[src/fbpm_pkg.sv]
// ----------------------------------------------------------------------------
// Frame buffer pool manager package
// Shared widths, request codes and defaults for the pool manager.
// ----------------------------------------------------------------------------
package fbpm_pkg;

  // Fixed field widths of a request and a result word.
  localparam int ID_W   = 4;
  localparam int LVL_W  = 5;
  localparam int MODE_W = 2;

  // Default pool size.
  localparam int NUM_BUFFERS_DEF = 16;

  // Request codes.
  typedef enum logic [MODE_W-1:0] {
    MODE_GET     = 2'd0,
    MODE_RELEASE = 2'd1,
    MODE_STORE   = 2'd2,
    MODE_LOAD    = 2'd3
  } mode_t;

endpackage

[src/fbpm_if.sv]
// ----------------------------------------------------------------------------
// Frame buffer pool manager channels
// Request and result channels with a valid/ready handshake.
// ----------------------------------------------------------------------------

// Request channel: one word carries a request code and a buffer id.
interface fbpm_in_if;
  logic                        valid;
  logic                        ready;
  logic [fbpm_pkg::MODE_W-1:0] mode;
  logic [fbpm_pkg::ID_W-1:0]   buffer_id;

  modport source (output valid, output mode, output buffer_id, input ready);
  modport sink   (input valid, input mode, input buffer_id, output ready);
endinterface

// Result channel: one word per request.
interface fbpm_out_if;
  logic                       valid;
  logic                       ready;
  logic [fbpm_pkg::ID_W-1:0]  out_id;
  logic                       got_buffer;
  logic                       dropped_oldest;
  logic                       overflow_error;
  logic [fbpm_pkg::LVL_W-1:0] free_level;
  logic [fbpm_pkg::LVL_W-1:0] ready_level;

  modport source (output valid, output out_id, output got_buffer, output dropped_oldest,
                  output overflow_error, output free_level, output ready_level,
                  input ready);
  modport sink   (input valid, input out_id, input got_buffer, input dropped_oldest,
                  input overflow_error, input free_level, input ready_level,
                  output ready);
endinterface

[src/fbpm_free_stack.sv]
// ----------------------------------------------------------------------------
// Free id stack memory
// Synchronous memory holding the free ids, with one valid bit per entry so
// that an entry never written reads back as its own index.
// ----------------------------------------------------------------------------
module fbpm_free_stack #(
  parameter int NUM_BUFFERS = fbpm_pkg::NUM_BUFFERS_DEF,
  localparam int AW = $clog2(NUM_BUFFERS)
) (
  input  logic                      clk,
  input  logic                      rst_n,
  input  logic                      rd_en,
  input  logic [AW-1:0]             rd_addr,
  output logic [fbpm_pkg::ID_W-1:0] rd_data,
  input  logic                      wr_en,
  input  logic [AW-1:0]             wr_addr,
  input  logic [fbpm_pkg::ID_W-1:0] wr_data
);

  logic [fbpm_pkg::ID_W-1:0] mem_r [NUM_BUFFERS];
  logic [NUM_BUFFERS-1:0]    vld_r;
  logic [fbpm_pkg::ID_W-1:0] rd_data_r;
  logic                      rd_vld_r;
  logic [AW-1:0]             rd_addr_r;

  // Memory write port.
  always_ff @(posedge clk) begin
    if (wr_en) begin
      mem_r[wr_addr] <= wr_data;
    end
  end

  // Entry valid bits: cleared by reset, set on the first write.
  always_ff @(posedge clk) begin
    if (!rst_n) begin
      vld_r <= '0;
    end else if (wr_en) begin
      vld_r[wr_addr] <= 1'b1;
    end
  end

  // Registered read port; the address is kept for the reset value.
  always_ff @(posedge clk) begin
    if (rd_en) begin
      rd_data_r <= mem_r[rd_addr];
      rd_vld_r  <= vld_r[rd_addr];
      rd_addr_r <= rd_addr;
    end
  end

  // An entry never written holds its own index as an id.
  assign rd_data = rd_vld_r ? rd_data_r : fbpm_pkg::ID_W'(rd_addr_r);

endmodule

[src/fbpm_ready_queue.sv]
// ----------------------------------------------------------------------------
// Ready frame queue memory
// Synchronous circular buffer storage for the ids of filled frames.
// ----------------------------------------------------------------------------
module fbpm_ready_queue #(
  parameter int NUM_BUFFERS = fbpm_pkg::NUM_BUFFERS_DEF,
  localparam int AW = $clog2(NUM_BUFFERS)
) (
  input  logic                      clk,
  input  logic                      rd_en,
  input  logic [AW-1:0]             rd_addr,
  output logic [fbpm_pkg::ID_W-1:0] rd_data,
  input  logic                      wr_en,
  input  logic [AW-1:0]             wr_addr,
  input  logic [fbpm_pkg::ID_W-1:0] wr_data
);

  logic [fbpm_pkg::ID_W-1:0] mem_r [NUM_BUFFERS];
  logic [fbpm_pkg::ID_W-1:0] rd_data_r;

  // Memory write port.
  always_ff @(posedge clk) begin
    if (wr_en) begin
      mem_r[wr_addr] <= wr_data;
    end
  end

  // Registered read port.
  always_ff @(posedge clk) begin
    if (rd_en) begin
      rd_data_r <= mem_r[rd_addr];
    end
  end

  assign rd_data = rd_data_r;

endmodule

[src/frame_buffer_pool_manager_top.sv]
// ----------------------------------------------------------------------------
// Frame buffer pool manager
// Hands out frame buffer ids from a last-in-first-out free stack and keeps
// filled frames in a first-in-first-out ready queue; every request word
// gives exactly one result word. A get pops the free stack, or takes the
// oldest ready frame and flags the drop when the stack is empty; a release
// pushes onto the stack, a store appends to the queue and a load takes the
// oldest frame. A release onto a full stack or a store into a full queue
// flags an overflow and changes nothing. In the cycle a request is accepted
// the stack top and the queue head are read from their synchronous
// memories; in the update state that follows, the counters are updated, any
// write goes back to memory and the result word is loaded into the output
// register. A held result stalls the update state, and no new request is
// taken until the current one is through. Ids are 4 bits and the levels are
// reported modulo 32. No clearing pass is needed after reset.
// ----------------------------------------------------------------------------
module frame_buffer_pool_manager_top #(
  parameter int NUM_BUFFERS = fbpm_pkg::NUM_BUFFERS_DEF
) (
  input  logic       clk,
  input  logic       rst_n,
  fbpm_in_if.sink    in_if,
  fbpm_out_if.source out_if
);

  localparam int AW = $clog2(NUM_BUFFERS);
  localparam int CW = $clog2(NUM_BUFFERS + 1);

  typedef enum logic [1:0] {
    S_IDLE = 2'b01,
    S_EXEC = 2'b10
  } state_t;

  state_t                    state_r, state_nxt;
  fbpm_pkg::mode_t           mode_r;
  logic [fbpm_pkg::ID_W-1:0] id_r;
  logic [CW-1:0]             free_cnt_r, free_cnt_nxt;
  logic [CW-1:0]             rdy_cnt_r, rdy_cnt_nxt;
  logic [AW-1:0]             head_r, head_nxt;
  logic [AW-1:0]             tail_r, tail_nxt;

  logic                      in_acc;
  logic                      exec_go;
  logic                      st_wr_en;
  logic                      q_wr_en;
  logic [fbpm_pkg::ID_W-1:0] st_rd_data;
  logic [fbpm_pkg::ID_W-1:0] q_rd_data;

  logic [fbpm_pkg::ID_W-1:0] res_id;
  logic                      res_got;
  logic                      res_drop;
  logic                      res_ovf;

  logic                       out_valid_r;
  logic [fbpm_pkg::ID_W-1:0]  out_id_r;
  logic                       got_r;
  logic                       drop_r;
  logic                       ovf_r;
  logic [fbpm_pkg::LVL_W-1:0] free_lvl_r;
  logic [fbpm_pkg::LVL_W-1:0] rdy_lvl_r;

  // Handshakes: a request is taken only between updates, and the update
  // waits while the output register still holds an untaken word.
  assign in_if.ready = (state_r == S_IDLE);
  assign in_acc      = in_if.valid && in_if.ready;
  assign exec_go     = (state_r == S_EXEC) && (!out_valid_r || out_if.ready);

  // Stack and queue memories. Both are read in the accept cycle; writes land
  // in the update cycle, so a read never meets a write to the same entry.
  fbpm_free_stack #(.NUM_BUFFERS(NUM_BUFFERS)) u_free_stack (
    .clk     (clk),
    .rst_n   (rst_n),
    .rd_en   (in_acc),
    .rd_addr (AW'(free_cnt_r - 1'b1)),
    .rd_data (st_rd_data),
    .wr_en   (st_wr_en),
    .wr_addr (AW'(free_cnt_r)),
    .wr_data (id_r)
  );

  fbpm_ready_queue #(.NUM_BUFFERS(NUM_BUFFERS)) u_ready_queue (
    .clk     (clk),
    .rd_en   (in_acc),
    .rd_addr (head_r),
    .rd_data (q_rd_data),
    .wr_en   (q_wr_en),
    .wr_addr (tail_r),
    .wr_data (id_r)
  );

  // Request capture.
  always_ff @(posedge clk) begin
    if (in_acc) begin
      mode_r <= fbpm_pkg::mode_t'(in_if.mode);
      id_r   <= in_if.buffer_id;
    end
  end

  // Sequencer and pointer update.
  always_comb begin
    state_nxt    = state_r;
    free_cnt_nxt = free_cnt_r;
    rdy_cnt_nxt  = rdy_cnt_r;
    head_nxt     = head_r;
    tail_nxt     = tail_r;
    st_wr_en     = 1'b0;
    q_wr_en      = 1'b0;
    res_id       = '0;
    res_got      = 1'b0;
    res_drop     = 1'b0;
    res_ovf      = 1'b0;
    unique case (state_r)
      S_IDLE: begin
        if (in_acc) begin
          state_nxt = S_EXEC;
        end
      end
      S_EXEC: begin
        if (exec_go) begin
          state_nxt = S_IDLE;
          unique case (mode_r)
            fbpm_pkg::MODE_GET: begin
              if (free_cnt_r != '0) begin
                free_cnt_nxt = free_cnt_r - 1'b1;
                res_id       = st_rd_data;
                res_got      = 1'b1;
              end else if (rdy_cnt_r != '0) begin
                rdy_cnt_nxt = rdy_cnt_r - 1'b1;
                head_nxt    = (head_r == AW'(NUM_BUFFERS - 1)) ? '0 : head_r + 1'b1;
                res_id      = q_rd_data;
                res_got     = 1'b1;
                res_drop    = 1'b1;
              end
            end
            fbpm_pkg::MODE_RELEASE: begin
              if (free_cnt_r == CW'(NUM_BUFFERS)) begin
                res_ovf = 1'b1;
              end else begin
                st_wr_en     = 1'b1;
                free_cnt_nxt = free_cnt_r + 1'b1;
              end
            end
            fbpm_pkg::MODE_STORE: begin
              if (rdy_cnt_r == CW'(NUM_BUFFERS)) begin
                res_ovf = 1'b1;
              end else begin
                q_wr_en     = 1'b1;
                rdy_cnt_nxt = rdy_cnt_r + 1'b1;
                tail_nxt    = (tail_r == AW'(NUM_BUFFERS - 1)) ? '0 : tail_r + 1'b1;
              end
            end
            fbpm_pkg::MODE_LOAD: begin
              if (rdy_cnt_r != '0) begin
                rdy_cnt_nxt = rdy_cnt_r - 1'b1;
                head_nxt    = (head_r == AW'(NUM_BUFFERS - 1)) ? '0 : head_r + 1'b1;
                res_id      = q_rd_data;
                res_got     = 1'b1;
              end
            end
            default: begin
              res_id = '0;
            end
          endcase
        end
      end
      default: begin
        state_nxt = S_IDLE;
      end
    endcase
  end

  // Control registers.
  always_ff @(posedge clk) begin
    if (!rst_n) begin
      state_r    <= S_IDLE;
      free_cnt_r <= CW'(NUM_BUFFERS);
      rdy_cnt_r  <= '0;
      head_r     <= '0;
      tail_r     <= '0;
    end else begin
      state_r    <= state_nxt;
      free_cnt_r <= free_cnt_nxt;
      rdy_cnt_r  <= rdy_cnt_nxt;
      head_r     <= head_nxt;
      tail_r     <= tail_nxt;
    end
  end

  // Output word valid flag.
  always_ff @(posedge clk) begin
    if (!rst_n) begin
      out_valid_r <= 1'b0;
    end else if (exec_go) begin
      out_valid_r <= 1'b1;
    end else if (out_if.ready) begin
      out_valid_r <= 1'b0;
    end
  end

  // Output word payload, levels as they stand after the request.
  always_ff @(posedge clk) begin
    if (exec_go) begin
      out_id_r   <= res_id;
      got_r      <= res_got;
      drop_r     <= res_drop;
      ovf_r      <= res_ovf;
      free_lvl_r <= fbpm_pkg::LVL_W'(free_cnt_nxt);
      rdy_lvl_r  <= fbpm_pkg::LVL_W'(rdy_cnt_nxt);
    end
  end

  assign out_if.valid          = out_valid_r;
  assign out_if.out_id         = out_id_r;
  assign out_if.got_buffer     = got_r;
  assign out_if.dropped_oldest = drop_r;
  assign out_if.overflow_error = ovf_r;
  assign out_if.free_level     = free_lvl_r;
  assign out_if.ready_level    = rdy_lvl_r;

endmodule

[src/flat_wrapper.sv]
// flat-port wrapper written by rule: the top's interface ports become plain ports
module frame_buffer_pool_manager_top_flat 
#(
  parameter int NUM_BUFFERS = fbpm_pkg::NUM_BUFFERS_DEF
)
  (clk, rst_n, in_if_valid, in_if_mode, in_if_buffer_id, in_if_ready, out_if_valid, out_if_out_id, out_if_got_buffer, out_if_dropped_oldest, out_if_overflow_error, out_if_free_level, out_if_ready_level, out_if_ready);
  fbpm_in_if in_if_i ();
  fbpm_out_if out_if_i ();
  input  logic clk;
  input  logic rst_n;
  input wire logic [$bits(in_if_i.valid)-1:0] in_if_valid;
  input wire logic [$bits(in_if_i.mode)-1:0] in_if_mode;
  input wire logic [$bits(in_if_i.buffer_id)-1:0] in_if_buffer_id;
  output wire logic [$bits(in_if_i.ready)-1:0] in_if_ready;
  output wire logic [$bits(out_if_i.valid)-1:0] out_if_valid;
  output wire logic [$bits(out_if_i.out_id)-1:0] out_if_out_id;
  output wire logic [$bits(out_if_i.got_buffer)-1:0] out_if_got_buffer;
  output wire logic [$bits(out_if_i.dropped_oldest)-1:0] out_if_dropped_oldest;
  output wire logic [$bits(out_if_i.overflow_error)-1:0] out_if_overflow_error;
  output wire logic [$bits(out_if_i.free_level)-1:0] out_if_free_level;
  output wire logic [$bits(out_if_i.ready_level)-1:0] out_if_ready_level;
  input wire logic [$bits(out_if_i.ready)-1:0] out_if_ready;
  assign in_if_i.valid = in_if_valid;
  assign in_if_i.mode = in_if_mode;
  assign in_if_i.buffer_id = in_if_buffer_id;
  assign in_if_ready = in_if_i.ready;
  assign out_if_valid = out_if_i.valid;
  assign out_if_out_id = out_if_i.out_id;
  assign out_if_got_buffer = out_if_i.got_buffer;
  assign out_if_dropped_oldest = out_if_i.dropped_oldest;
  assign out_if_overflow_error = out_if_i.overflow_error;
  assign out_if_free_level = out_if_i.free_level;
  assign out_if_ready_level = out_if_i.ready_level;
  assign out_if_i.ready = out_if_ready;
  frame_buffer_pool_manager_top #(.NUM_BUFFERS(NUM_BUFFERS)) u_core (.clk(clk), .rst_n(rst_n), .in_if(in_if_i), .out_if(out_if_i));
endmodule
[config.mk]
export PLATFORM = sky130hd
export DESIGN_NAME = frame_buffer_pool_manager_top_flat
export DESIGN_NICKNAME = d
export VERILOG_FILES = /design/src/fbpm_pkg.sv /design/src/fbpm_if.sv /design/src/fbpm_free_stack.sv /design/src/fbpm_ready_queue.sv /design/src/frame_buffer_pool_manager_top.sv /design/src/flat_wrapper.sv
export SDC_FILE = /design/constraint.sdc
export NUM_CORES = 1
export LEC_CHECK = 0
export BUFFER_PORTS_ARGS = -buffer_cell sky130_fd_sc_hd__buf_2
export CAP_MARGIN = 20
export CORE_MARGIN = 1.5
export CORE_UTILIZATION = 53
export CTS_CLUSTER_DIAMETER = 120
export DETAILED_ROUTE_END_ITERATION = 8
export GPL_TIMING_DRIVEN = 0
export PLACE_DENSITY = 0.7
export SLEW_MARGIN = 20
export SYNTH_ARGS = -nofsm -noshare
export SYNTH_HDL_FRONTEND = slang
export SYNTH_SLANG_ARGS = --single-unit
[constraint.sdc]
create_clock -name clk -period 3.5 [get_ports clk]
set_clock_uncertainty 0.05 [all_clocks]
set_input_delay 0.35 -clock clk [delete_from_list [all_inputs] [get_ports clk]]
set_output_delay 0.35 -clock clk [all_outputs]
set_load 0.03 [all_outputs]
Word level (Yosys, flattened, before mapping)
Memories as Yosys holds them, arrays and structs flattened. A register that Yosys moved wholly into a read port is not among the register bits.
Cells that the tools add are included.

storage, ports and cells
  register bits = 65
  bits in writable memories = 128
  output and inout bits = 19
  memories kept = 2

operators by class
  $add $sub $neg = 6
  order comparisons = 3
  equal/unequal tests = 12
  muxes and demuxes = 47
  bitwise operators = 4
  reduce and logical (&&, ||, !) cells = 14

memory list
  memory                      words  bits a word  read ports  clocked after Yosys merged registers in  write ports  line                    RTL
  u_core.u_free_stack.mem_r   16     4            1           1                                        1            fbpm_free_stack.sv:20   logic [fbpm_pkg::ID_W-1:0] mem_r [NUM_BUFFERS];
  u_core.u_ready_queue.mem_r  16     4            1           1                                        1            fbpm_ready_queue.sv:18  logic [fbpm_pkg::ID_W-1:0] mem_r [NUM_BUFFERS];

operators by type and width
  cell                   count
  $mux W5                9
  $mux W4                7
  $mux W1                20
  $or A16 B16 Y16        1
  $pmux W4 S2            2
  $pmux W5 S3            1
  $add A5 B1 Y5 const B  2
  $eq A5 B5 Y1 const B   2
  $lt A4 B5 Y1 const B   2
  $pmux W5 S2            1
  $reduce_bool A5 Y1     2
  $sub A5 B1 Y5 const B  2
  $add A4 B1 Y4 const B  2
  $eq A4 B4 Y1 const B   2
  $reduce_and A4 Y1      2
  $eq A2 B2 Y1 const B   3
  $bmux W1 S4            1
  $demux W1 S4           1
  $eq A2 B1 Y1 const B   2
  $ge A4 B1 Y1 const B   1
  $mux W2                2
  $ne A2 B2 Y1 const B   2
  $pmux W1 S2            2
  $pmux W2 S2            1
  other kinds (9)        14

Depth between registers and ports, before layout
  depth after elaboration = 7
  gate-level depth with buffers = 9

By module
Synthesis repeated with hierarchy kept, for this count alone.

unflattened totals
  cells, all modules = 560
  area total of the unflattened synthesis = 8,573.2 µm²

by module, submodules not included
  module                         times used  cells each  area each (µm²)
  fbpm_free_stack                1           181         3,394.5
  fbpm_ready_queue               1           130         2,706.3
  frame_buffer_pool_manager_top  1           249         2,472.4

Worst setup path after synthesis
No wires, ideal clock.

  path kind = register to register
  start = register u_core.free_cnt_r[0]
  end = register u_core.u_free_stack.rd_data_r[0] (netlist name) (read register of u_core.u_free_stack.mem_r) (data pin)
  setup time = 0.274 ns
  arrival = 2.164 ns
  data required time = 3.176 ns
  path slack = 1.012 ns
  cell stages (with the launch flop) = 10
  period minus slack after synthesis = 2.488 ns
  cells stage by stage = dfxtp_1 > buf_4 > buf_6 > inv_1 > ha_1 > buf_2 > clkbuf_1 > mux4_2 > a211oi_1 > a31oi_1

on the way
  word-level cells in the longest chain between the ends = 1

ends and longest elaborated chain
  element                                   line                                  RTL
  from (decl)                               frame_buffer_pool_manager_top.sv:37   logic [CW-1:0] free_cnt_r, free_cnt_nxt;
  from (signal assigned)                    frame_buffer_pool_manager_top.sv:176  free_cnt_r <= CW'(NUM_BUFFERS);
  from (signal assigned)                    frame_buffer_pool_manager_top.sv:182  free_cnt_r <= free_cnt_nxt;
  $sub A5 B1 Y5                             frame_buffer_pool_manager_top.sv:74   .rd_addr (AW'(free_cnt_r - 1'b1)),
  named net u_core.u_free_stack.rd_addr[0]  fbpm_free_stack.sv:13                 input logic [AW-1:0] rd_addr,
  to (decl)                                 fbpm_free_stack.sv:22                 logic [fbpm_pkg::ID_W-1:0] rd_data_r;

The timed path passes the listed nets, and every way through them passes these cells.
A chain may end at the register's enable or synchronous reset.

Worst setup path after layout
  start = register u_core.free_cnt_r[0]
  end = register u_core.u_free_stack.rd_data_r[2] (netlist name) (read register of u_core.u_free_stack.mem_r) (data pin)

The elaborated chain is that of the path after synthesis.

==> out/qor.yml <==
drt:
  wl_per_cell_um: 20.8
  finalWirelength_mm: 18.1
  drtIter0Drc: 475
  drc_errors: 0
  viasPerCell: 6.07
  ant_nets: 0
  vias: 5284
  first_pass_iters: 5
clock_network:
  cts_sinks: 201
  clock_path_buffers: 3
  clk_pin_slew_ns: 0.06
  worstSkewPairLatency_ns: 0.49
  cts_max_level: 1
  cts_buffers: 21
  root_buffer: "clkbuf_16"
  cts_tree: "built"
yosys:
  synthTopCellsByCount: "edfxtp_1 (164), dfxtp_1 (37), mux4_2 (36), nand2_1 (29), nor2_1 (26)"
  synth.top_cell.area_share_pct: 57.2
  yosys_register_bits: 201
  synth_nets: 605
  synth-main-ff-cell: "edfxtp_1"
  syn_inst: 579
  synth_most_common_cell: "edfxtp_1"
  synth_edf_count: 164
  async_flop_share_pct: 0
  yosysUniqueCellTypes: 60
  synth.area.top_cells: "edfxtp_1 (57%), mux4_2 (9.4%), dfxtp_1 (8.6%)"
  synth_top_area_cell: "edfxtp_1"
  yosysWarnings: 0
  seq_area_frac_synth_pct: 65.8
  avgSynthCellArea_um2: 14.9
  syn-cell-area_mm2: 0.00861
placed_design:
  gp_congestion: 0.862
  portBuffers: 28
  place_hpwl_mm: 12.3
flow_run:
  maxCapViolations: 0
grt:
  grt_max_degree: 33
  overflow: 0
  antenna_found_initial: 0
  grt_util_all_layers_pct: 21.8
  grt_pass1_vias: 5197
  grt_pass1_wl_mm: 28.1
worst_setup_path:
  arrival_ns: 3.49
  cp-start-kind: "flip-flop"
  critical_path_class: "reg -> reg"
  worstPathRequired_ns: 3.65
  timing.rr.end: "u_core.u_free_stack.rd_data_r[2]"
  rrSetupSlack_ns: 0.16
  reg2reg_depth: 9
  critPathCaptureType: "flip-flop"
  crit_fanout: 10
  r2r-start: "u_core.free_cnt_r[0]"
pwr:
  p_leak_nw: 3.15
  power_density_mw_per_mm2: 500
  vdd_drop_max_uv: 279
floorplanning:
  fp.dieArea_mm2: 0.0170
  initial_utilization_pct: 54.2
  pin_count: 29
  row_count: 46
  coreArea_mm2: 0.0159
  die_h_um: 130
  die_w_um: 130
layout:
  drive_above_1_share_pct: 19.1
  fillCellCount: 1156
  areaGrowthSynthToFinish_pct: 14.3
  fin_util_pct: 61.9
  nets: 666
  num_antenna_cells: 0
timing:
  finalCritPeriodShare_pct: 95.5
  rsz0062_at_grt: "false"
  tightestPinTransition_ns: 1.01
  slew_headroom_pct: 32.9
  tns_ns: 0
  fmax_mhz: 299
  min_period_ns: 3.34
  report.final.slew_viol_count: 0
  finalSetupViolCount: 0
  finalHoldViolCount: 0
min_path:
  min_from: "rst_n"
  min_to: "u_core.free_cnt_r[2]"
  whs_path_depth: 2
  min_path_type: "in -> reg"
run_status:
  status: "completed"
==> cells in the final DEF, fill, tap and decap left out, types with 5 or more instances in the layout <==
cell type,n
a211oi_1,11
a21oi_1,21
a31oi_1,10
a32oi_1,6
buf_2,36
buf_4,5
clkbuf_1,24
clkbuf_16,21
dfxtp_1,37
dlygate4sd3_1,6
edfxtp_1,164
ha_1,16
inv_1,23
mux4_2,36
nand2_1,29
nand2b_1,7
nand3_1,17
nor2_1,26
nor2b_1,15
nor3_1,17
o21a_1,17
o21ai_0,15
o31ai_1,5
or4_1,5
==> critical path: stages, from the launching register on <==
cell      delay, ns
dfxtp_1        0.38
buf_4          0.20
buf_6          0.20
inv_1          0.18
ha_1           0.32
buf_2          0.22
clkbuf_1       0.53
mux4_2         0.43
a211oi_1       0.45
a31oi_1        0.09
==> per-stage QoR <==
stage	instances	setup slack [ns]	total power [W]	hold slack, ns	area (µm²)
2_1_floorplan	579	1.01	0.00275	0.385	8610
3_3_place_gp	823	0.158	0.00280	0.392	9020
3_5_place_dp	823	0.157	0.00280	0.398	9020
4_1_cts	866	0.174	0.00494	0.132	9740
5_1_grt	870	0.0138	0.00506	0.160	9840
6_report	870	0.158	0.00492	0.143	9840
==> state kept, by name, indices dropped and copies added, names as in the netlist, 2 cells and up <==
| register | flops |
|---|---|
| u_core.u_free_stack.mem_r | 64 |
| u_core.u_ready_queue.mem_r | 64 |
| u_core.u_free_stack.vld_r | 16 |
| u_core.free_cnt_r | 5 |
| u_core.out_if.free_level | 5 |
| u_core.out_if.ready_level | 5 |
| u_core.rdy_cnt_r | 5 |
| u_core.head_r | 4 |
| u_core.id_r | 4 |
| u_core.out_if.out_id | 4 |
| u_core.tail_r | 4 |
| u_core.u_free_stack.rd_addr_r | 4 |
| u_core.u_free_stack.rd_data_r | 4 |
| u_core.u_ready_queue.rd_data | 4 |
| u_core.mode_r | 2 |
| u_core.state_r | 2 |
==> cell families after synthesis <==
group,after synthesis,synth area share (%)
compound gates,107,8.49
buf+inv,58,3.04
fa+ha+maj,16,2.33
xor+xnor,3,0.305
flops,201,65.8
mux,44,10.4
simple gates,150,9.61
==> layout make-up <==
cell class / count / area [µm²] / share of cell area, %
well taps: 216 / 270 / 2.75
multi-input cells: 320 / 2710 / 27.5
inverters: 24 / 90.1 / 0.916
clock buffers: 29 / 576 / 5.85
repair buffers: 38 / 273 / 2.77
clock inverters: 8 / 88.8 / 0.903
plain buffers: 34 / 171 / 1.74
flip-flops and latches: 201 / 5670 / 57.6
==> per-layer routing <==
layer	wire, µm	track usage, %
met4	398	6.85
met5	0	0
met2	8710	36.8
met3	1070	3.18
met1	7920	29.5
==> timing repair <==
item,in CTS,in global routing
hold buffers,6,0
resized for setup,0,0
setup buffers,0,0
hold endpoints to repair,6,0
==> where the power goes <==
group / internal (W) / leakage (nW) / switching, W
Clock: 0.00129 / 0.321 / 0.000856
Combinational: 0.0000488 / 1.07 / 0.0000983
Sequential: 0.00260 / 1.76 / 0.0000179
Total: 0.00394 / 3.15 / 0.000972
==> worst max-delay path by stage <==
| stage | cells past startpoint | slack (ns) | end | from |
|---|---|---|---|---|
| 2_1_floorplan | 9 | 1.01 | u_core.u_free_stack.rd_data_r[0] | u_core.free_cnt_r[0] |
| 3_3_place_gp | 9 | 0.16 | u_core.u_free_stack.rd_data_r[1] | u_core.free_cnt_r[0] |
| 3_5_place_dp | 9 | 0.16 | u_core.u_free_stack.rd_data_r[2] | u_core.free_cnt_r[0] |
| 4_1_cts | 9 | 0.17 | u_core.u_free_stack.rd_data_r[2] | u_core.free_cnt_r[0] |
| 5_1_grt | 9 | 0.01 | u_core.u_free_stack.rd_data_r[2] | u_core.free_cnt_r[0] |
| 6_report | 9 | 0.16 | u_core.u_free_stack.rd_data_r[2] | u_core.free_cnt_r[0] |
(Power assumes the default switching activity.)
